<file path="src/mard_pkg.sv">
`default_nettype none

package mard_pkg;

    localparam int SAMPLE_W   = 12;
    localparam int CH_IN_W    = 4;
    localparam int AVG_W      = 12;
    localparam int MASK_W     = 14;
    localparam int THR_W      = 16;
    localparam int LIMIT_W    = 12;
    localparam int MULT_W     = 4;
    localparam int CFG_DATA_W = 12;
    localparam int CFG_IDX_W  = 2;

    localparam logic [CFG_IDX_W-1:0] REG_ABS_LIMIT = CFG_IDX_W'(0);
    localparam logic [CFG_IDX_W-1:0] REG_RATIO     = CFG_IDX_W'(1);

    localparam logic [LIMIT_W-1:0] ABS_LIMIT_RST = LIMIT_W'(1200);
    localparam logic [MULT_W-1:0]  RATIO_RST     = MULT_W'(2);

    localparam int CHANNELS_DEF = 16;
    localparam int WINDOW_DEF   = 8;
    localparam int BINS_DEF     = 14;

    typedef logic [SAMPLE_W-1:0] sample_t;
    typedef logic [MASK_W-1:0]   mask_t;

endpackage

`default_nettype wire

</file>
<file path="src/multichannel_average_relative_detector_top.sv">
// Channel   Direction  Handshake              Payload
// in        input      in_valid / in_ready    channel, sample_mv
// out       output     out_valid / out_ready  channel_average, detect_mask, previous_mask,
//                                             mask_changed, relative_threshold
// cfg       input      cfg_we                 cfg_index, cfg_data
//
// One transaction at a time: after a sample is accepted, in_ready stays low through two
// passes over the channel memory and the reciprocal dividers for the channel average and
// the mean. The result shows in the cycle in which in_ready rises again.
// After reset a clearing pass over all CHANNELS*WINDOW window entries zeroes both
// memories; in_ready stays low meanwhile. Loading a result waits only while the previous
// one is not taken.
`default_nettype none

module multichannel_average_relative_detector_top #(
    parameter int CHANNELS = mard_pkg::CHANNELS_DEF,
    parameter int WINDOW   = mard_pkg::WINDOW_DEF,
    parameter int BINS     = mard_pkg::BINS_DEF
) (
    input  wire logic                              clk,
    input  wire logic                              rst_n,
    input  wire logic                              in_valid,
    output logic                                   in_ready,
    input  wire logic [mard_pkg::CH_IN_W-1:0]      channel,
    input  wire logic [mard_pkg::SAMPLE_W-1:0]     sample_mv,
    output logic                                   out_valid,
    input  wire logic                              out_ready,
    output logic [mard_pkg::AVG_W-1:0]             channel_average,
    output logic [mard_pkg::MASK_W-1:0]            detect_mask,
    output logic [mard_pkg::MASK_W-1:0]            previous_mask,
    output logic                                   mask_changed,
    output logic [mard_pkg::THR_W-1:0]             relative_threshold,
    input  wire logic                              cfg_we,
    input  wire logic [mard_pkg::CFG_IDX_W-1:0]    cfg_index,
    input  wire logic [mard_pkg::CFG_DATA_W-1:0]   cfg_data
);

    import mard_pkg::*;

    localparam int CHI_W     = $clog2(CHANNELS);
    localparam int POS_W     = $clog2(WINDOW);
    localparam int WIN_DEPTH = CHANNELS * WINDOW;
    localparam int WA_W      = $clog2(WIN_DEPTH);
    localparam int CLR_W     = $clog2(WIN_DEPTH + 1);
    localparam int SUM_W     = SAMPLE_W + $clog2(WINDOW);
    localparam int TOT_W     = AVG_W + $clog2(BINS);
    localparam int SCAN_W    = $clog2(BINS + 1);
    localparam int CMEM_W    = SUM_W + AVG_W;

    localparam logic [3:0] ST_CLEAR  = 4'd0;
    localparam logic [3:0] ST_IDLE   = 4'd1;
    localparam logic [3:0] ST_READ   = 4'd2;
    localparam logic [3:0] ST_UPD    = 4'd3;
    localparam logic [3:0] ST_DIVA   = 4'd4;
    localparam logic [3:0] ST_SCAN1  = 4'd5;
    localparam logic [3:0] ST_MSTART = 4'd6;
    localparam logic [3:0] ST_DIVM   = 4'd7;
    localparam logic [3:0] ST_SCAN2  = 4'd8;
    localparam logic [3:0] ST_OUT    = 4'd9;

    logic [3:0]         state_reg, state_next;
    logic [CLR_W-1:0]   clr_reg, clr_next;
    logic [POS_W-1:0]   pos_reg [CHANNELS];
    logic [POS_W-1:0]   pos_next [CHANNELS];
    logic [LIMIT_W-1:0] limit_reg;
    logic [MULT_W-1:0]  ratio_reg;

    logic [CH_IN_W-1:0] ch_reg, ch_next;
    sample_t            smp_reg, smp_next;
    logic [SUM_W-1:0]   newsum_reg, newsum_next;
    logic [AVG_W-1:0]   chavg_reg, chavg_next;
    logic [SCAN_W-1:0]  scan_reg, scan_next;
    logic               pend_reg, pend_next;
    logic               poor_reg, poor_next;
    logic [SCAN_W-1:0]  pidx_reg, pidx_next;
    logic [TOT_W-1:0]   tot_reg, tot_next;
    logic [AVG_W-1:0]   max_reg, max_next;
    logic [THR_W-1:0]   thr_reg, thr_next;
    mask_t              mask_reg, mask_next;
    mask_t              last_mask_reg, last_mask_next;

    logic               out_valid_reg, out_valid_next;
    logic [AVG_W-1:0]   oavg_reg, oavg_next;
    mask_t              omask_reg, omask_next;
    mask_t              oprev_reg, oprev_next;
    logic               ochg_reg, ochg_next;
    logic [THR_W-1:0]   othr_reg, othr_next;

    sample_t            win_mem [WIN_DEPTH];
    logic               win_we, win_re;
    logic [WA_W-1:0]    win_wa, win_ra;
    sample_t            win_wd;
    sample_t            win_rdata_reg;

    logic [CMEM_W-1:0]  chan_mem [CHANNELS];
    logic               chan_we, chan_re;
    logic [CHI_W-1:0]   chan_wa, chan_ra;
    logic [CMEM_W-1:0]  chan_wd;
    logic [CMEM_W-1:0]  chan_rdata_reg;

    logic               avg_start;
    logic [SUM_W-1:0]   avg_quotient;
    logic               avg_done;
    logic               mean_start;
    logic [TOT_W-1:0]   mean_dividend;
    logic [TOT_W-1:0]   mean_quotient;
    logic               mean_done;

    logic [CHI_W-1:0]   ch_idx;
    logic               ch_ok;
    logic [WA_W-1:0]    slot;
    logic [SUM_W-1:0]   sum_calc;
    logic [AVG_W-1:0]   scan_avg;
    logic               scan_oor;

    mard_div #(
        .DIVIDEND_W (SUM_W),
        .DIVISOR    (WINDOW)
    ) u_avg_div (
        .clk      (clk),
        .rst_n    (rst_n),
        .start    (avg_start),
        .dividend (sum_calc),
        .quotient (avg_quotient),
        .done     (avg_done)
    );

    mard_div #(
        .DIVIDEND_W (TOT_W),
        .DIVISOR    (BINS - 1)
    ) u_mean_div (
        .clk      (clk),
        .rst_n    (rst_n),
        .start    (mean_start),
        .dividend (mean_dividend),
        .quotient (mean_quotient),
        .done     (mean_done)
    );

    assign ch_idx   = CHI_W'(ch_reg);
    assign ch_ok    = 32'(ch_reg) < 32'(CHANNELS);
    assign slot     = WA_W'(WA_W'(ch_idx) * WA_W'(WINDOW)) + WA_W'(pos_reg[ch_idx]);
    assign sum_calc = chan_rdata_reg[CMEM_W-1:AVG_W] - SUM_W'(win_rdata_reg)
                      + SUM_W'(smp_reg);
    assign scan_avg = poor_reg ? '0 : chan_rdata_reg[AVG_W-1:0];
    assign scan_oor = 32'(scan_reg) >= 32'(CHANNELS);
    assign mean_dividend = tot_reg - TOT_W'(max_reg);

    always_comb
    begin
        state_next     = state_reg;
        clr_next       = clr_reg;
        pos_next       = pos_reg;
        ch_next        = ch_reg;
        smp_next       = smp_reg;
        newsum_next    = newsum_reg;
        chavg_next     = chavg_reg;
        scan_next      = scan_reg;
        pend_next      = 1'b0;
        poor_next      = poor_reg;
        pidx_next      = pidx_reg;
        tot_next       = tot_reg;
        max_next       = max_reg;
        thr_next       = thr_reg;
        mask_next      = mask_reg;
        last_mask_next = last_mask_reg;
        out_valid_next = out_valid_reg && !out_ready;
        oavg_next      = oavg_reg;
        omask_next     = omask_reg;
        oprev_next     = oprev_reg;
        ochg_next      = ochg_reg;
        othr_next      = othr_reg;
        win_we         = 1'b0;
        win_re         = 1'b0;
        win_wa         = slot;
        win_ra         = slot;
        win_wd         = smp_reg;
        chan_we        = 1'b0;
        chan_re        = 1'b0;
        chan_wa        = ch_idx;
        chan_ra        = ch_idx;
        chan_wd        = {newsum_reg, avg_quotient[AVG_W-1:0]};
        avg_start      = 1'b0;
        mean_start     = 1'b0;

        case (state_reg)
            ST_CLEAR:
            begin
                win_we  = 1'b1;
                win_wa  = WA_W'(clr_reg);
                win_wd  = '0;
                chan_we = 32'(clr_reg) < 32'(CHANNELS);
                chan_wa = CHI_W'(clr_reg);
                chan_wd = '0;
                clr_next = clr_reg + CLR_W'(1);
                if (32'(clr_reg) == WIN_DEPTH - 1)
                begin
                    state_next = ST_IDLE;
                end
            end
            ST_IDLE:
            begin
                if (in_valid)
                begin
                    ch_next    = channel;
                    smp_next   = sample_mv;
                    state_next = ST_READ;
                end
            end
            ST_READ:
            begin
                scan_next = '0;
                tot_next  = '0;
                max_next  = '0;
                if (ch_ok)
                begin
                    win_re     = 1'b1;
                    chan_re    = 1'b1;
                    state_next = ST_UPD;
                end
                else
                begin
                    chavg_next = '0;
                    state_next = ST_SCAN1;
                end
            end
            ST_UPD:
            begin
                newsum_next = sum_calc;
                win_we      = 1'b1;
                avg_start   = 1'b1;
                pos_next[ch_idx] = (32'(pos_reg[ch_idx]) == WINDOW - 1) ?
                                   '0 : pos_reg[ch_idx] + POS_W'(1);
                state_next  = ST_DIVA;
            end
            ST_DIVA:
            begin
                if (avg_done)
                begin
                    chan_we    = 1'b1;
                    chavg_next = avg_quotient[AVG_W-1:0];
                    state_next = ST_SCAN1;
                end
            end
            ST_SCAN1:
            begin
                if (pend_reg)
                begin
                    tot_next = tot_reg + TOT_W'(scan_avg);
                    if (scan_avg > max_reg)
                    begin
                        max_next = scan_avg;
                    end
                end
                if (32'(scan_reg) < BINS)
                begin
                    chan_re   = !scan_oor;
                    chan_ra   = CHI_W'(scan_reg);
                    pend_next = 1'b1;
                    poor_next = scan_oor;
                    pidx_next = scan_reg;
                    scan_next = scan_reg + SCAN_W'(1);
                end
                else
                begin
                    state_next = ST_MSTART;
                end
            end
            ST_MSTART:
            begin
                mean_start = 1'b1;
                state_next = ST_DIVM;
            end
            ST_DIVM:
            begin
                if (mean_done)
                begin
                    thr_next   = THR_W'(mean_quotient[AVG_W-1:0]) * THR_W'(ratio_reg);
                    scan_next  = '0;
                    mask_next  = '0;
                    state_next = ST_SCAN2;
                end
            end
            ST_SCAN2:
            begin
                if (pend_reg && 32'(pidx_reg) < MASK_W)
                begin
                    if (THR_W'(scan_avg) > thr_reg || scan_avg > limit_reg)
                    begin
                        mask_next = mask_reg | (MASK_W'(1) << pidx_reg);
                    end
                end
                if (32'(scan_reg) < BINS)
                begin
                    chan_re   = !scan_oor;
                    chan_ra   = CHI_W'(scan_reg);
                    pend_next = 1'b1;
                    poor_next = scan_oor;
                    pidx_next = scan_reg;
                    scan_next = scan_reg + SCAN_W'(1);
                end
                else
                begin
                    state_next = ST_OUT;
                end
            end
            ST_OUT:
            begin
                if (!out_valid_reg || out_ready)
                begin
                    out_valid_next = 1'b1;
                    oavg_next      = chavg_reg;
                    omask_next     = mask_reg;
                    oprev_next     = last_mask_reg;
                    ochg_next      = mask_reg != last_mask_reg;
                    othr_next      = thr_reg;
                    last_mask_next = mask_reg;
                    state_next     = ST_IDLE;
                end
            end
            default:
            begin
                state_next = ST_IDLE;
            end
        endcase
    end

    always_ff @(posedge clk or negedge rst_n)
    begin
        if (!rst_n)
        begin
            state_reg     <= ST_CLEAR;
            clr_reg       <= '0;
            pend_reg      <= 1'b0;
            last_mask_reg <= '0;
            out_valid_reg <= 1'b0;
            limit_reg     <= ABS_LIMIT_RST;
            ratio_reg     <= RATIO_RST;
            for (int i = 0; i < CHANNELS; i++)
            begin
                pos_reg[i] <= '0;
            end
        end
        else
        begin
            state_reg     <= state_next;
            clr_reg       <= clr_next;
            pend_reg      <= pend_next;
            last_mask_reg <= last_mask_next;
            out_valid_reg <= out_valid_next;
            pos_reg       <= pos_next;
            if (cfg_we)
            begin
                case (cfg_index)
                    REG_ABS_LIMIT: limit_reg <= cfg_data[LIMIT_W-1:0];
                    REG_RATIO:     ratio_reg <= cfg_data[MULT_W-1:0];
                    default:       ;
                endcase
            end
        end
    end

    always_ff @(posedge clk)
    begin
        ch_reg     <= ch_next;
        smp_reg    <= smp_next;
        newsum_reg <= newsum_next;
        chavg_reg  <= chavg_next;
        scan_reg   <= scan_next;
        poor_reg   <= poor_next;
        pidx_reg   <= pidx_next;
        tot_reg    <= tot_next;
        max_reg    <= max_next;
        thr_reg    <= thr_next;
        mask_reg   <= mask_next;
        oavg_reg   <= oavg_next;
        omask_reg  <= omask_next;
        oprev_reg  <= oprev_next;
        ochg_reg   <= ochg_next;
        othr_reg   <= othr_next;
    end

    always_ff @(posedge clk)
    begin
        if (win_we)
        begin
            win_mem[win_wa] <= win_wd;
        end
        if (win_re)
        begin
            win_rdata_reg <= win_mem[win_ra];
        end
    end

    always_ff @(posedge clk)
    begin
        if (chan_we)
        begin
            chan_mem[chan_wa] <= chan_wd;
        end
        if (chan_re)
        begin
            chan_rdata_reg <= chan_mem[chan_ra];
        end
    end

    assign in_ready           = state_reg == ST_IDLE;
    assign out_valid          = out_valid_reg;
    assign channel_average    = oavg_reg;
    assign detect_mask        = omask_reg;
    assign previous_mask      = oprev_reg;
    assign mask_changed       = ochg_reg;
    assign relative_threshold = othr_reg;

endmodule

`default_nettype wire

</file>
<file path="src/mard_div.sv">
`default_nettype none

module mard_div #(
    parameter int DIVIDEND_W = 16,
    parameter int DIVISOR    = 13
) (
    input  wire logic                  clk,
    input  wire logic                  rst_n,
    input  wire logic                  start,
    input  wire logic [DIVIDEND_W-1:0] dividend,
    output logic [DIVIDEND_W-1:0]      quotient,
    output logic                       done
);

    localparam int SHIFT   = DIVIDEND_W + $clog2(DIVISOR);
    localparam int RECIP_W = DIVIDEND_W + 1;
    localparam int PROD_W  = DIVIDEND_W + RECIP_W;
    localparam logic [RECIP_W-1:0] RECIP =
        RECIP_W'(((64'd1 << SHIFT) + 64'(DIVISOR) - 64'd1) / 64'(DIVISOR));

    logic                  busy_reg;
    logic                  done_reg;
    logic [DIVIDEND_W-1:0] dvd_reg;
    logic [DIVIDEND_W-1:0] quo_reg;
    logic [PROD_W-1:0]     product;

    // The dividend is registered first, then multiplied by the rounded-up reciprocal.
    assign product = {{RECIP_W{1'b0}}, dvd_reg} * {{DIVIDEND_W{1'b0}}, RECIP};

    always_ff @(posedge clk or negedge rst_n)
    begin
        if (!rst_n)
        begin
            busy_reg <= 1'b0;
            done_reg <= 1'b0;
        end
        else
        begin
            busy_reg <= start;
            done_reg <= busy_reg;
        end
    end

    always_ff @(posedge clk)
    begin
        if (start)
        begin
            dvd_reg <= dividend;
        end
        if (busy_reg)
        begin
            quo_reg <= DIVIDEND_W'(product >> SHIFT);
        end
    end

    assign quotient = quo_reg;
    assign done     = done_reg;

endmodule

`default_nettype wire

</file>
<file path="config.mk">
export PLATFORM = sky130hd
export DESIGN_NAME = multichannel_average_relative_detector_top
export DESIGN_NICKNAME = d
export VERILOG_FILES = /design/src/mard_pkg.sv /design/src/multichannel_average_relative_detector_top.sv /design/src/mard_div.sv
export SDC_FILE = /design/constraint.sdc
export NUM_CORES = 2
export LEC_CHECK = 0
export BUFFER_PORTS_ARGS = -buffer_cell sky130_fd_sc_hd__buf_2
export CAP_MARGIN = 25
export CORE_MARGIN = 2
export CORE_UTILIZATION = 59
export DETAILED_ROUTE_END_ITERATION = 10
export GPL_TIMING_DRIVEN = 0
export PLACE_DENSITY = 0.76
export SYNTH_ARGS = -nofsm -noshare
export SYNTH_HDL_FRONTEND = slang
export SYNTH_HIERARCHICAL = 1
export SYNTH_SLANG_ARGS = --single-unit
export TNS_END_PERCENT = 10
</file>
<file path="constraint.sdc">
create_clock -name clk -period 7.27 [get_ports clk]
set_input_delay 0.727 -clock clk [delete_from_list [all_inputs] [get_ports clk]]
set_output_delay 0.727 -clock clk [all_outputs]
set_load 0.01 [all_outputs]
</file>
Word-level counts from Yosys, hierarchy flattened. Memories as Yosys holds them, arrays and structs flattened. A register that Yosys moved wholly into a read port is not among the register bits. Cells that the tools add are included.

Register bits after elaboration: 317. Latch bits: 0. Memory bits (writable): 1968. Memory bits (read-only): 0. Bits of input ports: 35. Output and inout bits: 59. Memories kept: 2.

Memories: win_mem (depth 128, bits a word 12, read ports 1, clocked after Yosys merged registers in 1, wr ports 1, line multichannel_average_relative_detector_top.sv:89) `sample_t win_mem [WIN_DEPTH];`; chan_mem (depth 16, bits a word 27, read ports 1, clocked after Yosys merged registers in 1, wr ports 1, line multichannel_average_relative_detector_top.sv:95) `logic [CMEM_W-1:0] chan_mem [CHANNELS];`.

Add/sub/neg operators: 8. Multiply operators: 2. Divide/modulo/power cells: 0. Magnitude comparators: 8. Equal/unequal tests: 25. Shift operators: 1. Mux-type cells: 48. Bitwise logic cells: 2. Reduce and logical (&&, ||, !) cells: 26.

Operator list (number): $bwmux W48 (1); $mux W4 (12); $mux W14 (3); $pmux W4 S10 (1); $mux W12 (3); $pmux W16 S2 (1); $mul A16 B15 Y30 const B (1); $pmux W14 S2 (1); $mux W27 (1); $gt A12 B12 Y1 (2); $pmux W12 S2 (1); $ne A2 B2 Y1 const B (9); $add A16 B12 Y16 (1); $eq A4 B3 Y1 const B (4); $gt A12 B16 Y1 (1); $mul A12 B4 Y16 (1); $mux W16 (1); $reduce_and A2 Y1 (8); $sub A16 B12 Y16 (1); $add A15 B12 Y15 (1); $sub A15 B12 Y15 (1); $ne A14 B14 Y1 (1); $or A14 B14 Y14 (1); $shl A1 B4 Y14 const A (1); other kinds (34) (62).

Logic depth before layout (Yosys ltp).
Depth in word-level cells: 7. Mapped depth: 19. Mapped depth without buffers: 19.

Hierarchy. Netlist, hierarchy kept.

By module, submodules not included: multichannel_average_relative_detector_top (times used 1, cells an instance 5606, area each 92316.0 µm², sequential area each 67561.0 µm²); mard_div at u_mean_div (times used 1, cells an instance 426, area each 4878.4 µm², sequential area each 920.9 µm²); mard_div at u_avg_div (times used 1, cells an instance 30, area each 797.0 µm², sequential area each 770.7 µm²).

Worst setup path before layout. Ideal clock, no wire load.

Path kind: register -> register. From: register u_mean_div.dvd_reg[3]. To: register u_mean_div.quo_reg[10], in the netlist u_mean_div/quotient[10] (data pin). Data arrival time: 5.196 ns. Data required time: 7.012 ns. Path slack: 1.817 ns. Cell stages (with the launch flop): 20. Clock period less this slack: 5.453 ns. Cell sequence: edfxtp_1 > fa_1 > inv_1 > fa_1 > fa_1 > inv_1 > fa_1 > fa_1 > inv_1 > fa_1 > inv_1 > ha_1 > nand4_2 > o221ai_1 > a31oi_1 > a21oi_2 > a21oi_2 > o311a_4 > nor2b_4 > xnor2_1.

Word-level cells in the longest chain between the ends: 1.

Ends and longest elaborated chain: start: declaration (line mard_div.sv:23) `logic [DIVIDEND_W-1:0] dvd_reg;`; start signal: assignment (line mard_div.sv:48) `dvd_reg <= dividend;`; $mul A16 B15 Y30 (line mard_div.sv:28) `assign product = {{RECIP_W{1'b0}}, dvd_reg} * {{DIVIDEND_W{1'b0}}, RECIP};`; net u_mean_div.product[30] (line mard_div.sv:25) `logic [PROD_W-1:0] product;`; end signal: assignment (line mard_div.sv:52) `quo_reg <= DIVIDEND_W'(product >> SHIFT);`; end: declaration (line mard_div.sv:24) `logic [DIVIDEND_W-1:0] quo_reg;`.

The timed path passes the listed nets, and every way through them passes these cells. A chain may end at the register's enable or synchronous reset.

Worst setup path in the final report.
From: register ch_reg[2], in the netlist ch_idx[2]. To: memory win_mem[59][0] in the netlist's numbering, enable pin.

Word-level cells in the longest chain between the ends: 6.

Ends and longest elaborated chain: start: declaration (line multichannel_average_relative_detector_top.sv:68) `logic [CH_IN_W-1:0] ch_reg, ch_next;`; start signal: assignment (line multichannel_average_relative_detector_top.sv:365) `ch_reg <= ch_next;`; $not A4 Y5 (not written as such) (line multichannel_average_relative_detector_top.sv:142) `assign slot = WA_W'(WA_W'(ch_idx) * WA_W'(WINDOW)) + WA_W'(pos_reg[ch_idx]);`; $bmux W3 S4 (line multichannel_average_relative_detector_top.sv:142); $mux W3 (not written as such) (2 in a row) (line multichannel_average_relative_detector_top.sv:142); $add A7 B3 Y7 * (line multichannel_average_relative_detector_top.sv:142); $mux W7 * (line multichannel_average_relative_detector_top.sv:186) `case (state_reg)`; end: declaration (line multichannel_average_relative_detector_top.sv:89).

Every way passes the cells marked *; elsewhere a longest branch is shown, timed or not. The select of a mux whose other input is x is not followed.

==> metrics.log <==
[metrics] Post-DP Area: 103000 sq um
[metrics] number of flip-flops in the largest register: 1536
[metrics] Sequential Power Share: 35.5%
[metrics] Nets: 6907
[metrics] x dimension of the die: 411 microns
[metrics] via count of the first global-routing pass: 57000
[metrics] switching power: 0.0170 W
[metrics] Worst Hold End: ch_idx[3]
[metrics] power share of the clock group: 24.4%
[metrics] total global-route track usage: 31.5%
[metrics] share of layout cells above drive strength 1: 15.5%
[metrics] filler instances: 10700
[metrics] period utilization: 93.0%
[metrics] row cnt: 149
[metrics] worst min-delay path startpoint: channel[3]
[metrics] Worst Path Required: 7720 ps
[metrics] commonest cells after routing, fill and taps aside: edfxtp_1 (2225), nand2_1 (577), mux2i_1 (405), inv_1 (278), nor2_1 (225)
[metrics] cell at the root of the clock tree: clkbuf_16
[metrics] pin count of the biggest net entering global routing: 72
[metrics] worst-path maximum fanout: 12
[metrics] clock transition time at the flip-flop clock pins of the worst setup and hold paths: 60 ps
[metrics] Crit path buffers/inverters: 6
[metrics] Min-Delay Path Class: input pin to flop
[metrics] Post-Syn Area per Cell: 16.2 sq um
[metrics] total clock buffers created by CTS: 216
[metrics] critical path arrival: 7210 ps
[metrics] initial core utilization: 59.4%
[metrics] pins over their slew limit: 0
[metrics] source of the worst register-to-register timing path: ch_idx[2]
[metrics] number of design-rule violations left by the first detailed-router iteration: 8091
[metrics] post-CTS setup-driven buffer insertion count: 0
[metrics] Top-Level Pins: 94
[metrics] grt total ovfl: 0
[metrics] port bufs: 93
[metrics] R2R depth: 13
[metrics] final core occ: 67.4%
[metrics] area taken by multi-input logic gates: 26500 sq um
[metrics] Clock Sinks: 2321
[metrics] VDD IR-drop max: 0.00205 V
[metrics] Clock Skew: 72.6 ps
[metrics] core footprint: 165000 sq um
[metrics] vias per inst: 6.52
[metrics] router iterations before antenna repair: 6
[metrics] total half-perimeter wirelength after legalization and detailed placement: 188 mm
[metrics] final setup vio count: 0
[metrics] internal portion of total power: 0.0308 W
[metrics] library cell contributing the largest single delay on the critical path: nor2_1
[metrics] H-tree Lvls: 4
[metrics] die height: 411 microns
[metrics] Cell Area, Synth: 97900 sq um
[metrics] wire length of the first global-routing pass: 383 mm
[metrics] post-layout minimum cycle time: 6760 ps
[metrics] chain of cells forming the critical path: nand2b_1 > clkbuf_1 > a21oi_1 > o41ai_2 > nand3_2 > buf_2 > buf_2 > buf_1 > o21ai_0 > nand2_1 > clkbuf_1 > buf_16 > nor2_1
[metrics] cell count after synthesis: 6048
[metrics] result of the run: complete, no violations
[metrics] gpl congestion: 1.05
[metrics] peak clock frequency supported by timing: 0.148 GHz
[metrics] worst setup slack after placement: 859 ps
[metrics] PnR Total Power: 0.0478 W
[metrics] average routed wire per standard cell: 29.9 microns
[metrics] Yosys warnings: 6
[metrics] combinational share of power: 40.0%
[metrics] transition time of the tightest slew-check pin: 1330 ps
[metrics] power density relative to cell area: 430 nW/um^2
[metrics] summed negative setup slack over all endpoints: 0 ps
[metrics] synthesized net count: 6409
[metrics] DRT antenna net count: 0
[metrics] maximum capacitance violations: 0
[metrics] growth of design area from synthesis to finish: 13.5%
[metrics] initial antenna violation count: 9
[metrics] Post-CTS Resized: 0
[metrics] hold path cells: 1
[metrics] Slew Limit Headroom: 11.4%
[metrics] Residual DRC: 0
[metrics] worst r2r dst: win_mem[59][0]
[metrics] post-route standard cell area excluding fillers: 111000 sq um
[metrics] Die Area: 169000 sq um
[metrics] worst-case setup margin in the final layout: 510 ps
[metrics] leakage power summed over all cells: 38.6 nW
[metrics] footprint of the flip-flops and latches: 69200 sq um
[metrics] buffer depth of the longest clock path: 3
[metrics] type of element capturing the critical path: flop
[metrics] setup repair after global routing missed its margin: false
[metrics] kind of cell adding the most delay to the critical path: buffers and inverters
[metrics] Worst Path Class, Setup: flop to flop
[metrics] latest clock arrival within the worst-skew pair: 900 ps
[metrics] quantity of hold-fixing buffers added after cts: 7
[metrics] overall routed net length: 267 mm
[metrics] number of vias after detailed routing: 58100
[metrics] switching share of power: 35.5%
[metrics] Startpoint Class: flop
[metrics] Register-to-Register Setup Slack: 510 ps
[metrics] stage delay of the slowest cell on the critical path: 800 ps
[metrics] TritonCTS clock tree: built
[metrics] endpoints failing hold: 0
[metrics] most common cell after layout, fill and taps aside: edfxtp_1
power groups by stage:
| stage | combinational [W] | sequential (W) | clock (W) |
|---|---|---|---|
| 4_1_cts | 0.0191 | 0.0170 | 0.0117 |
| 2_1_floorplan | 0.0137 | 0.0171 | 0 |
| 3_3_place_gp | 0.0181 | 0.0174 | 0 |
| 6_report | 0.0191 | 0.0170 | 0.0117 |
| 3_5_place_dp | 0.0188 | 0.0172 | 0 |
| 5_1_grt | 0.0214 | 0.0170 | 0.0122 |
how the worst max path moves through the flow:
| stage | startpoint | to | slack (ps) | cells past startpoint |
|---|---|---|---|---|
| final | ch_idx[2] | win_mem[59][0] | 510 | 13 |
| after global routing | ch_idx[2] | pos_reg[38] | 470 | 16 |
| after CTS | ch_idx[2] | pos_reg[26] | 790 | 16 |
| after detailed placement | ch_idx[2] | pos_reg[26] | 860 | 16 |
| after global placement | state_reg[0] | win_mem[84][5] | -3290 | 7 |
| after floorplan | u_mean_div/dvd_reg[3] | u_mean_div/quotient[10] | 1830 | 19 |
area by class of cell:
class                   count  area share (%)
repair buffers            280            2.62
clock inverters           145            1.54
inverters                 279           0.945
multi-input cells        3161            23.8
plain buffers             287            1.23
flip-flops and latches   2321            62.3
well taps                2189            2.47
diodes                      4         0.00901
clock buffers             258            5.05
per-layer routing:
metal | part of all wire (%) | vias up | track usage (%)
met5 | 0.012 | - | 0
met4 | 7.5 | 4 | 19.7
met2 | 45 | 4048 | 48.0
met3 | 12 | 822 | 7.85
met1 | 35 | 29100 | 41.1
li1 | - | 24200 | -
stage by stage:
stage / hold slack (ps) / std cells
floorplan: 400 / 6048
global placement: 403 / 8330
detailed placement: 405 / 8458
CTS: 3.84 / 8868
global route: 28.0 / 8921
finish: 49.7 / 8924
(Power assumes the default switching activity.)
